`config.mk`:
```
export PLATFORM = sky130hd
export DESIGN_NAME = hex_record_page_assembler
export DESIGN_NICKNAME = d
export VERILOG_FILES = /design/src/hrpa_pkg.sv /design/src/hrpa_front.sv /design/src/hrpa_back.sv /design/src/hrpa_result_queue.sv /design/src/hex_record_page_assembler.sv
export SDC_FILE = /design/constraint.sdc
export NUM_CORES = 2
export LEC_CHECK = 0
export BUFFER_PORTS_ARGS = -buffer_cell sky130_fd_sc_hd__buf_2
export CAP_MARGIN = 40
export CORE_MARGIN = 8
export CORE_UTILIZATION = 35
export CTS_CLUSTER_SIZE = 10
export DETAILED_ROUTE_END_ITERATION = 10
export GPL_TIMING_DRIVEN = 0
export PLACE_DENSITY_LB_ADDON = 0.3
export RECOVER_POWER = 25
export SETUP_SLACK_MARGIN = 0.05
export SYNTH_ARGS = -nofsm -noshare
export SYNTH_HDL_FRONTEND = slang
export SYNTH_SLANG_ARGS = --single-unit
```
`constraint.sdc`:
```
create_clock -name i_clk -period 11.5 [get_ports i_clk]
set_clock_uncertainty 0.2 [all_clocks]
set_input_delay 0 -clock i_clk [delete_from_list [all_inputs] [get_ports i_clk]]
set_output_delay 0 -clock i_clk [all_outputs]
set_load 0.01 [all_outputs]
```
`src/hrpa_pkg.sv`:
```
// Shared types, constants and helpers of the hex record page assembler.
package hrpa_pkg;

    localparam int PAGE_BYTES_DEF      = 128;
    localparam int ITEM_QUEUE_DEPTH    = 2;
    localparam int RESULT_QUEUE_DEPTH  = 4;

    localparam logic [7:0] CHAR_COLON  = 8'h3A;
    localparam logic [7:0] REC_DATA    = 8'h00;
    localparam logic [7:0] REC_EOF     = 8'h01;
    localparam logic [7:0] PAD_BYTE    = 8'hFF;

    localparam logic [9:0] POS_IDLE     = 10'd0;
    localparam logic [9:0] POS_COUNT_HI = 10'd1;
    localparam logic [9:0] POS_COUNT_LO = 10'd2;
    localparam logic [9:0] POS_TYPE_HI  = 10'd7;
    localparam logic [9:0] POS_TYPE_LO  = 10'd8;
    localparam logic [9:0] POS_DATA     = 10'd9;
    localparam logic [9:0] POS_DATA_LO  = 10'd10;
    localparam logic [9:0] POS_MAX      = 10'd1023;

    typedef enum logic [1:0] {
        MODE_FEED = 2'd0,
        MODE_READ = 2'd1,
        MODE_TAKE = 2'd2,
        MODE_NONE = 2'd3
    } t_mode;

    typedef struct packed {
        t_mode      mode;
        logic       is_colon;
        logic [3:0] nibble;
        logic [6:0] read_index;
    } t_item;

    typedef struct packed {
        logic        page_ready;
        logic [15:0] load_address;
        logic [7:0]  read_data;
        logic [7:0]  record_type;
    } t_result;

    function automatic logic [3:0] hex_value(input logic [7:0] c);
        logic [3:0] v;
        v = 4'd0;
        if (c >= 8'h30 && c <= 8'h39) begin
            v = 4'(c - 8'h30);
        end else if (c >= 8'h41 && c <= 8'h46) begin
            v = 4'(c - 8'h37);
        end else if (c >= 8'h61 && c <= 8'h66) begin
            v = 4'(c - 8'h57);
        end
        return v;
    endfunction

endpackage

```
`src/hrpa_front.sv`:
```
// Front end: decodes each input item and holds it in a short queue for the back end.
module hrpa_front (
    input  logic              i_clk,
    input  logic              i_rst_n,
    input  logic              i_push,
    output logic              o_full,
    input  logic [1:0]        i_mode,
    input  logic [7:0]        i_char_code,
    input  logic [6:0]        i_read_index,
    output logic              o_valid,
    output hrpa_pkg::t_item   o_item,
    input  logic              i_take
);

    localparam int DEPTH = hrpa_pkg::ITEM_QUEUE_DEPTH;
    localparam int PW    = (DEPTH > 1) ? $clog2(DEPTH) : 1;
    localparam int CW    = $clog2(DEPTH + 1);

    hrpa_pkg::t_item r_item [DEPTH];
    logic [PW-1:0]   r_wr_ptr, n_wr_ptr;
    logic [PW-1:0]   r_rd_ptr, n_rd_ptr;
    logic [CW-1:0]   r_count,  n_count;
    hrpa_pkg::t_item in_item;
    logic            wr, rd;

    always_comb begin
        in_item.mode       = hrpa_pkg::t_mode'(i_mode);
        in_item.is_colon   = (i_char_code == hrpa_pkg::CHAR_COLON);
        in_item.nibble     = hrpa_pkg::hex_value(i_char_code);
        in_item.read_index = i_read_index;
    end

    assign o_full  = (r_count == CW'(DEPTH));
    assign o_valid = (r_count != '0);
    assign o_item  = r_item[r_rd_ptr];
    assign wr      = i_push && !o_full;
    assign rd      = i_take && o_valid;

    always_comb begin
        n_wr_ptr = r_wr_ptr;
        n_rd_ptr = r_rd_ptr;
        n_count  = r_count;
        if (wr) begin
            n_wr_ptr = (r_wr_ptr == PW'(DEPTH - 1)) ? '0 : r_wr_ptr + 1'b1;
        end
        if (rd) begin
            n_rd_ptr = (r_rd_ptr == PW'(DEPTH - 1)) ? '0 : r_rd_ptr + 1'b1;
        end
        if (wr && !rd) begin
            n_count = r_count + 1'b1;
        end else if (rd && !wr) begin
            n_count = r_count - 1'b1;
        end
    end

    always_ff @(posedge i_clk) begin
        if (!i_rst_n) begin
            r_wr_ptr <= '0;
            r_rd_ptr <= '0;
            r_count  <= '0;
        end else begin
            r_wr_ptr <= n_wr_ptr;
            r_rd_ptr <= n_rd_ptr;
            r_count  <= n_count;
        end
    end

    always_ff @(posedge i_clk) begin
        if (wr) begin
            r_item[r_wr_ptr] <= in_item;
        end
    end

endmodule

```
`src/hrpa_back.sv`:
```
// Back end: record parser state, page memory, end-record padding and result staging.
module hrpa_back #(
    parameter int PAGE_BYTES = hrpa_pkg::PAGE_BYTES_DEF
) (
    input  logic                i_clk,
    input  logic                i_rst_n,
    input  logic                i_valid,
    input  hrpa_pkg::t_item     i_item,
    output logic                o_take,
    input  logic [$clog2(hrpa_pkg::RESULT_QUEUE_DEPTH+1)-1:0] i_res_count,
    output logic                o_res_valid,
    output hrpa_pkg::t_result   o_res
);

    localparam int AW  = $clog2(PAGE_BYTES);
    localparam int FW  = $clog2(PAGE_BYTES + 1);
    localparam int RCW = $clog2(hrpa_pkg::RESULT_QUEUE_DEPTH + 1);
    localparam logic [FW-1:0] FILL_FULL = FW'(PAGE_BYTES);
    localparam logic [15:0]   ADDR_STEP = 16'(PAGE_BYTES / 2);

    typedef enum logic [1:0] {
        ST_RUN = 2'b01,
        ST_PAD = 2'b10
    } t_back_state;

    t_back_state  r_state, n_state;
    logic [9:0]   r_pos,   n_pos;
    logic [7:0]   r_bc,    n_bc;
    logic [7:0]   r_type,  n_type;
    logic [3:0]   r_hn,    n_hn;
    logic [FW-1:0] r_fill, n_fill;
    logic         r_first, n_first;
    logic         r_ready, n_ready;
    logic [15:0]  r_addr,  n_addr;

    logic [7:0]   r_mem [PAGE_BYTES];
    logic [7:0]   r_rdata;
    logic         r_s1_valid;
    logic         r_s1_rd_ok;
    hrpa_pkg::t_result r_s1_res;

    logic         wr_en;
    logic [AW-1:0] wr_addr;
    logic [7:0]   wr_data;
    logic [AW-1:0] rd_addr;
    logic         rd_ok;
    logic         data_end;
    logic [7:0]   byte_val;
    logic [9:0]   last_pos;
    logic [8:0]   idx_ext;
    logic         space;

    assign space    = (RCW'(32'(i_res_count) + 32'(r_s1_valid))
                       < RCW'(hrpa_pkg::RESULT_QUEUE_DEPTH));
    assign o_take   = (r_state == ST_RUN) && i_valid && space;
    assign byte_val = {r_hn, i_item.nibble};
    assign last_pos = 10'd8 + {1'b0, r_bc, 1'b0};
    assign idx_ext  = {2'b00, i_item.read_index};
    assign rd_addr  = idx_ext[AW-1:0];
    assign rd_ok    = (i_item.mode == hrpa_pkg::MODE_READ)
                      && (idx_ext < 9'(PAGE_BYTES));

    always_comb begin
        n_state  = r_state;
        n_pos    = r_pos;
        n_bc     = r_bc;
        n_type   = r_type;
        n_hn     = r_hn;
        n_fill   = r_fill;
        n_first  = r_first;
        n_ready  = r_ready;
        n_addr   = r_addr;
        wr_en    = 1'b0;
        wr_addr  = r_fill[AW-1:0];
        wr_data  = hrpa_pkg::PAD_BYTE;
        data_end = 1'b0;
        unique case (r_state)
            ST_PAD: begin
                wr_en  = 1'b1;
                n_fill = r_fill + 1'b1;
                if (n_fill == FILL_FULL) begin
                    n_state = ST_RUN;
                end
            end
            ST_RUN: begin
                if (o_take) begin
                    unique case (i_item.mode)
                        hrpa_pkg::MODE_FEED: begin
                            if (i_item.is_colon) begin
                                n_pos = hrpa_pkg::POS_COUNT_HI;
                            end else if (r_pos != hrpa_pkg::POS_IDLE) begin
                                if (r_pos != hrpa_pkg::POS_MAX) begin
                                    n_pos = r_pos + 1'b1;
                                end
                                if (r_pos[0]) begin
                                    if (r_pos == hrpa_pkg::POS_COUNT_HI
                                        || r_pos == hrpa_pkg::POS_TYPE_HI
                                        || r_pos >= hrpa_pkg::POS_DATA) begin
                                        n_hn = i_item.nibble;
                                    end
                                end else if (r_pos == hrpa_pkg::POS_COUNT_LO) begin
                                    n_bc = byte_val;
                                end else if (r_pos == hrpa_pkg::POS_TYPE_LO) begin
                                    n_type = byte_val;
                                    if (byte_val == hrpa_pkg::REC_DATA && r_bc == 8'd0) begin
                                        data_end = 1'b1;
                                    end else if (byte_val == hrpa_pkg::REC_EOF) begin
                                        n_addr  = r_addr + ADDR_STEP;
                                        n_ready = 1'b1;
                                        if (r_fill < FILL_FULL) begin
                                            n_state = ST_PAD;
                                        end
                                    end
                                end else if (r_pos >= hrpa_pkg::POS_DATA_LO
                                             && r_type == hrpa_pkg::REC_DATA
                                             && r_pos <= last_pos) begin
                                    if (r_fill < FILL_FULL) begin
                                        wr_en   = 1'b1;
                                        wr_data = byte_val;
                                        n_fill  = r_fill + 1'b1;
                                    end
                                    if (r_pos == last_pos) begin
                                        data_end = 1'b1;
                                    end
                                end
                            end
                        end
                        hrpa_pkg::MODE_READ: begin
                        end
                        hrpa_pkg::MODE_TAKE: begin
                            n_ready = 1'b0;
                        end
                        hrpa_pkg::MODE_NONE: begin
                        end
                    endcase
                    if (data_end && n_fill == FILL_FULL) begin
                        if (!r_first) begin
                            n_addr = r_addr + ADDR_STEP;
                        end
                        n_first = 1'b0;
                        n_ready = 1'b1;
                        n_fill  = '0;
                    end
                end
            end
            default: begin
                n_state = ST_RUN;
            end
        endcase
    end

    always_ff @(posedge i_clk) begin
        if (!i_rst_n) begin
            r_state    <= ST_RUN;
            r_pos      <= hrpa_pkg::POS_IDLE;
            r_bc       <= '0;
            r_type     <= '0;
            r_hn       <= '0;
            r_fill     <= '0;
            r_first    <= 1'b1;
            r_ready    <= 1'b0;
            r_addr     <= '0;
            r_s1_valid <= 1'b0;
        end else begin
            r_state    <= n_state;
            r_pos      <= n_pos;
            r_bc       <= n_bc;
            r_type     <= n_type;
            r_hn       <= n_hn;
            r_fill     <= n_fill;
            r_first    <= n_first;
            r_ready    <= n_ready;
            r_addr     <= n_addr;
            r_s1_valid <= o_take;
        end
    end

    always_ff @(posedge i_clk) begin
        if (wr_en) begin
            r_mem[wr_addr] <= wr_data;
        end
        r_rdata <= r_mem[rd_addr];
    end

    always_ff @(posedge i_clk) begin
        if (o_take) begin
            r_s1_rd_ok               <= rd_ok;
            r_s1_res.page_ready      <= n_ready;
            r_s1_res.load_address    <= n_addr;
            r_s1_res.read_data       <= '0;
            r_s1_res.record_type     <= n_type;
        end
    end

    always_comb begin
        o_res           = r_s1_res;
        o_res.read_data = r_s1_rd_ok ? r_rdata : 8'd0;
    end
    assign o_res_valid = r_s1_valid;

endmodule

```
`src/hrpa_result_queue.sv`:
```
// Result queue: holds finished results until the consumer transfers them.
module hrpa_result_queue (
    input  logic                i_clk,
    input  logic                i_rst_n,
    input  logic                i_push,
    input  hrpa_pkg::t_result   i_data,
    output logic                o_empty,
    output hrpa_pkg::t_result   o_data,
    input  logic                i_pop,
    output logic [$clog2(hrpa_pkg::RESULT_QUEUE_DEPTH+1)-1:0] o_count
);

    localparam int DEPTH = hrpa_pkg::RESULT_QUEUE_DEPTH;
    localparam int PW    = (DEPTH > 1) ? $clog2(DEPTH) : 1;
    localparam int CW    = $clog2(DEPTH + 1);

    hrpa_pkg::t_result r_slot [DEPTH];
    logic [PW-1:0]     r_wr_ptr, n_wr_ptr;
    logic [PW-1:0]     r_rd_ptr, n_rd_ptr;
    logic [CW-1:0]     r_count,  n_count;
    logic              wr, rd;

    assign o_empty = (r_count == '0);
    assign o_data  = r_slot[r_rd_ptr];
    assign o_count = r_count;
    assign wr      = i_push && (r_count != CW'(DEPTH));
    assign rd      = i_pop && !o_empty;

    always_comb begin
        n_wr_ptr = r_wr_ptr;
        n_rd_ptr = r_rd_ptr;
        n_count  = r_count;
        if (wr) begin
            n_wr_ptr = (r_wr_ptr == PW'(DEPTH - 1)) ? '0 : r_wr_ptr + 1'b1;
        end
        if (rd) begin
            n_rd_ptr = (r_rd_ptr == PW'(DEPTH - 1)) ? '0 : r_rd_ptr + 1'b1;
        end
        if (wr && !rd) begin
            n_count = r_count + 1'b1;
        end else if (rd && !wr) begin
            n_count = r_count - 1'b1;
        end
    end

    always_ff @(posedge i_clk) begin
        if (!i_rst_n) begin
            r_wr_ptr <= '0;
            r_rd_ptr <= '0;
            r_count  <= '0;
        end else begin
            r_wr_ptr <= n_wr_ptr;
            r_rd_ptr <= n_rd_ptr;
            r_count  <= n_count;
        end
    end

    always_ff @(posedge i_clk) begin
        if (wr) begin
            r_slot[r_wr_ptr] <= i_data;
        end
    end

endmodule

```
`src/hex_record_page_assembler.sv`:
```
// Top level of the hex record page assembler: front end, back end and result queue.
// The block takes one item per clock while full is low and gives one result per item; a
// result passes through the item queue, the back-end result register and the result
// queue before it shows on the outputs, and can be popped as soon as it shows. The back
// end handles characters, reads and page takes alike. An end record that arrives while
// the page is not full stalls the back end while it fills the rest of the page, because
// the page memory has one write port and the 0xFF padding goes in one byte a cycle; once
// the two-entry item queue fills, full holds the input for the rest of that stall. The
// page memory needs no clearing pass after reset.
module hex_record_page_assembler #(
    parameter int PAGE_BYTES = hrpa_pkg::PAGE_BYTES_DEF
) (
    input  logic        i_clk,
    input  logic        i_rst_n,
    input  logic        push,
    output logic        full,
    input  logic [1:0]  i_mode,
    input  logic [7:0]  i_char_code,
    input  logic [6:0]  i_read_index,
    output logic        empty,
    input  logic        pop,
    output logic        o_page_ready,
    output logic [15:0] o_load_address,
    output logic [7:0]  o_read_data,
    output logic [7:0]  o_record_type
);

    localparam int RCW = $clog2(hrpa_pkg::RESULT_QUEUE_DEPTH + 1);

    logic              q_valid;
    hrpa_pkg::t_item   q_item;
    logic              q_take;
    logic              res_valid;
    hrpa_pkg::t_result res;
    hrpa_pkg::t_result out_res;
    logic [RCW-1:0]    res_count;

    hrpa_front u_front (
        .i_clk        (i_clk),
        .i_rst_n      (i_rst_n),
        .i_push       (push),
        .o_full       (full),
        .i_mode       (i_mode),
        .i_char_code  (i_char_code),
        .i_read_index (i_read_index),
        .o_valid      (q_valid),
        .o_item       (q_item),
        .i_take       (q_take)
    );

    hrpa_back #(
        .PAGE_BYTES (PAGE_BYTES)
    ) u_back (
        .i_clk       (i_clk),
        .i_rst_n     (i_rst_n),
        .i_valid     (q_valid),
        .i_item      (q_item),
        .o_take      (q_take),
        .i_res_count (res_count),
        .o_res_valid (res_valid),
        .o_res       (res)
    );

    hrpa_result_queue u_result_queue (
        .i_clk   (i_clk),
        .i_rst_n (i_rst_n),
        .i_push  (res_valid),
        .i_data  (res),
        .o_empty (empty),
        .o_data  (out_res),
        .i_pop   (pop),
        .o_count (res_count)
    );

    assign o_page_ready   = out_res.page_ready;
    assign o_load_address = out_res.load_address;
    assign o_read_data    = out_res.read_data;
    assign o_record_type  = out_res.record_type;

    a_take_needs_item: assert property (@(posedge i_clk) disable iff (!i_rst_n)
        q_take |-> q_valid)
        else $error("back end took from an empty item queue");

    a_transfer_queued: assert property (@(posedge i_clk) disable iff (!i_rst_n)
        (push && !full) |=> q_valid)
        else $error("transferred item missing from item queue");

    a_result_room: assert property (@(posedge i_clk) disable iff (!i_rst_n)
        res_valid |-> (res_count < RCW'(hrpa_pkg::RESULT_QUEUE_DEPTH)))
        else $error("result arrived at a full result queue");

    a_result_follows_take: assert property (@(posedge i_clk) disable iff (!i_rst_n)
        q_take |=> res_valid)
        else $error("issued item produced no result");

endmodule

```
==> flow_summary.json <==
{
  "drt_iter0_markers": 2627,
  "p_per_area_mw_per_mm2": 189,
  "endpoint_kind": "register",
  "clk_pin_slew_ps": 50,
  "root_buffer": "clkbuf_16",
  "drv_cap": 8,
  "core_area_mm2": 0.142,
  "synth_area_leaders": "edfxtp_1, mux4_2, dfxtp_1, a211oi_1, nor2_1",
  "hold_class": "in -> reg",
  "die_area_mm2": 0.155,
  "clockBufferDepth": 3,
  "pin_count": 56,
  "max_slew_margin": -1.38,
  "r2r-end": "u_back.r_mem[108][1]",
  "cts_made_buffers": 145,
  "wl_per_cell_um": 25.7,
  "final_nets": 3009,
  "overflow": 0,
  "drv_slew": 391,
  "vias": 26100,
  "cts_setup_buffers": 0,
  "yosysSeqAreaShare": 0.740,
  "cp_data_required_time_ps": 11680,
  "cts.sinks": 1255,
  "antenna_left": 0,
  "min-delay-start": "pop",
  "synth_edf_count": 1180,
  "crit_chain": "ha_1, nand3_1, or2_2, ha_1, and4_1, a2111oi_0, o2111a_1, nor2_1, nor3b_1, nand2_1, clkbuf_1, buf_6, nor2_1",
  "avgViaCountPerCell": 5.32,
  "first_pass_iters": 6,
  "reg2reg_slack_ps": 4450,
  "violations": "capacitance limit, slew limit",
  "synth_area_mm2": 0.0499,
  "gp_congestion": 0.870,
  "synth_top_area_frac": 0.710,
  "post-route-min-period_ps": 7050,
  "r2r_cells": 13,
  "finalHoldViolCount": 0,
  "path_max_fanout": 10,
  "period_share": 0.613,
  "grt_antenna_before_repair": 5,
  "min_to": "u_result_queue.r_rd_ptr[0]",
  "synth_warnings": 0,
  "grt_usage": 0.159,
  "outcome": "finished, violations left",
  "worst-path-buf-inv": 2,
  "synth_commonest_cells": "edfxtp_1, mux4_2, nor2_1",
  "grt_max_degree": 74,
  "critPathKind": "reg -> reg",
  "grt_setup_unrepaired": "no",
  "slowest_delay_ps": 1330,
  "ys.flop_type": "edfxtp_1",
  "crit_family": "simple AND/OR/NAND/NOR gates",
  "die_h_um": 394,
  "cts_tree": "built",
  "finalSetupTns_ps": 0,
  "syn_area_per_cell_um2": 18.7,
  "htree_num_levels": 4,
  "grt_pass1_wl_um": 184000,
  "port-buffer-count": 49,
  "synth.distinct_cells": 72,
  "rr_startpoint": "u_back.r_bc[2]",
  "async_flop_share": 0,
  "grt_pass1_vias": 26500,
  "dp_hpwl_um": 82400,
  "start_util": 0.352,
  "area_delta_synth_final_pct": 15.0,
  "fmax_ghz": 0.142,
  "drc_errors": 0,
  "n_fill_cell": 12700,
  "cp-start-kind": "register",
  "yosysMostFrequentCell": "edfxtp_1",
  "synth_top_area_cell": "edfxtp_1",
  "drt-total-wl_um": 126000,
  "power_uw": 10900,
  "die_w_um": 394,
  "setup_violations": 0,
  "clock_latency_ps": 750,
  "cpMaxStageDelayCell": "a2111oi_0",
  "peakVddDrop_mv": 0.176,
  "tightest_slew_ps": 3570,
  "std_cell_rows": 138,
  "min_path_cells": 5,
  "worstPathArrival_ps": 7230,
  "ys_seq_elements": 1255,
  "syn_inst": 2668,
  "power.leakage_uw": 0.0207,
  "layout-drive-gt1-share": 0.191
}
cells in the final DEF, fill, tap and decap left out, drive strengths merged, types with 20 or more instances in the layout:
cell type	Yosys	final
edfxtp	1180	1180
clkbuf	79	318
mux4	283	283
nor2	194	194
nand2	186	186
buf	72	121
a211oi	99	99
and2	86	86
dfxtp	75	75
a21oi	49	49
dlygate4sd3	0	40
a31oi	33	33
a311oi	32	32
inv	25	32
ha	31	31
mux2i	29	29
xor2	26	26
nand3	24	24
nor3	20	20
final cells by class:
| cell class | count | area (µm²) | area share |
|---|---|---|---|
| diodes | 1 | 2.50 | 0.0000436 |
| flip-flops and latches | 1255 | 36900 | 0.644 |
| clock buffers | 192 | 3910 | 0.0682 |
| clock inverters | 16 | 208 | 0.00362 |
| plain buffers | 151 | 686 | 0.0120 |
| repair buffers | 136 | 1080 | 0.0188 |
| well taps | 1890 | 2360 | 0.0412 |
| multi-input cells | 1241 | 12100 | 0.211 |
| inverters | 26 | 97.6 | 0.00170 |
how the worst max path moves through the flow:
stage | start | endpoint | cells after the start | slack, ps
3_3_place_gp | u_back.r_bc[2] | u_back.r_mem[4][4] | 9 | 4120
6_report | u_back.r_bc[2] | u_back.r_mem[108][1] | 13 | 4450
2_1_floorplan | u_back.r_bc[2] | u_back.r_mem[0][4] | 9 | 6960
3_5_place_dp | u_back.r_bc[2] | u_back.r_mem[108][6] | 13 | 4920
4_1_cts | u_back.r_bc[2] | u_back.r_mem[108][1] | 13 | 4900
5_1_grt | u_back.r_bc[2] | u_back.r_mem[60][2] | 14 | 4030
worst reg2reg max path, cell delays in order, from the launching register on:
cell and delay, ps:
dfxtp_1 410, ha_1 220, nand3_1 110, or2_2 320, ha_1 310, and4_1 200
a2111oi_0 1330, o2111a_1 590, nor2_1 140, nor3b_1 570, nand2_1 750, clkbuf_1 590
buf_6 310, nor2_1 630
sequential cells by signal (all words and copies together), names as in the netlist, 10 cells and up, named ones only:
name	cells
u_front.r_item	28
u_result_queue.r_slot	108
u_back.o_res	19
u_back.r_pos	10
u_back.r_mem	1024
u_back.r_addr	10
stage by stage:
stage | setup slack (ps) | utilization | cells | hold slack, ps | area (µm²)
6_report | 4450 | 0.405 | 4908 | 76.8 | 57400
5_1_grt | 4030 | 0.405 | 4907 | 97.2 | 57400
4_1_cts | 4900 | 0.408 | 4905 | 26.0 | 57700
3_5_place_dp | 4920 | 0.376 | 4657 | -6.12 | 53200
3_3_place_gp | 4120 | 0.371 | 4612 | -10.9 | 52500
2_1_floorplan | 6960 | - | 2673 | -101 | 49900
metal layers:
layer | vias to the layer above | GRT usage | share of wire
met5 | - | 0 | 0
met4 | 0 | 0.0527 | 0.030
met3 | 231 | 0.0352 | 0.076
met2 | 993 | 0.252 | 0.47
met1 | 13600 | 0.218 | 0.42
li1 | 11300 | - | -
kinds of logic (layout without fill, tap and decap cells):
logic type	after synthesis	in the layout	synth area share
flops	1255	1255	0.740
simple gates	581	581	0.0545
mux	319	319	0.135
compound gates	268	268	0.0396
buf+inv	177	521	0.0158
xor+xnor	35	35	0.00615
fa+ha+maj	32	32	0.00818
other cells	1	7	0.0000752
repair_timing:
item,CTS,global route
hold endpoints to repair,113,0
hold buffers,40,0
setup endpoints to repair,0,0
resized for setup,0,0
where the power goes:
part / switching [µW] / total [µW] / internal (µW)
clock: 1730 / 4140 / 2400
sequential: 67.6 / 5170 / 5110
combinational: 1030 / 1540 / 517
(Power assumes the default switching activity.)
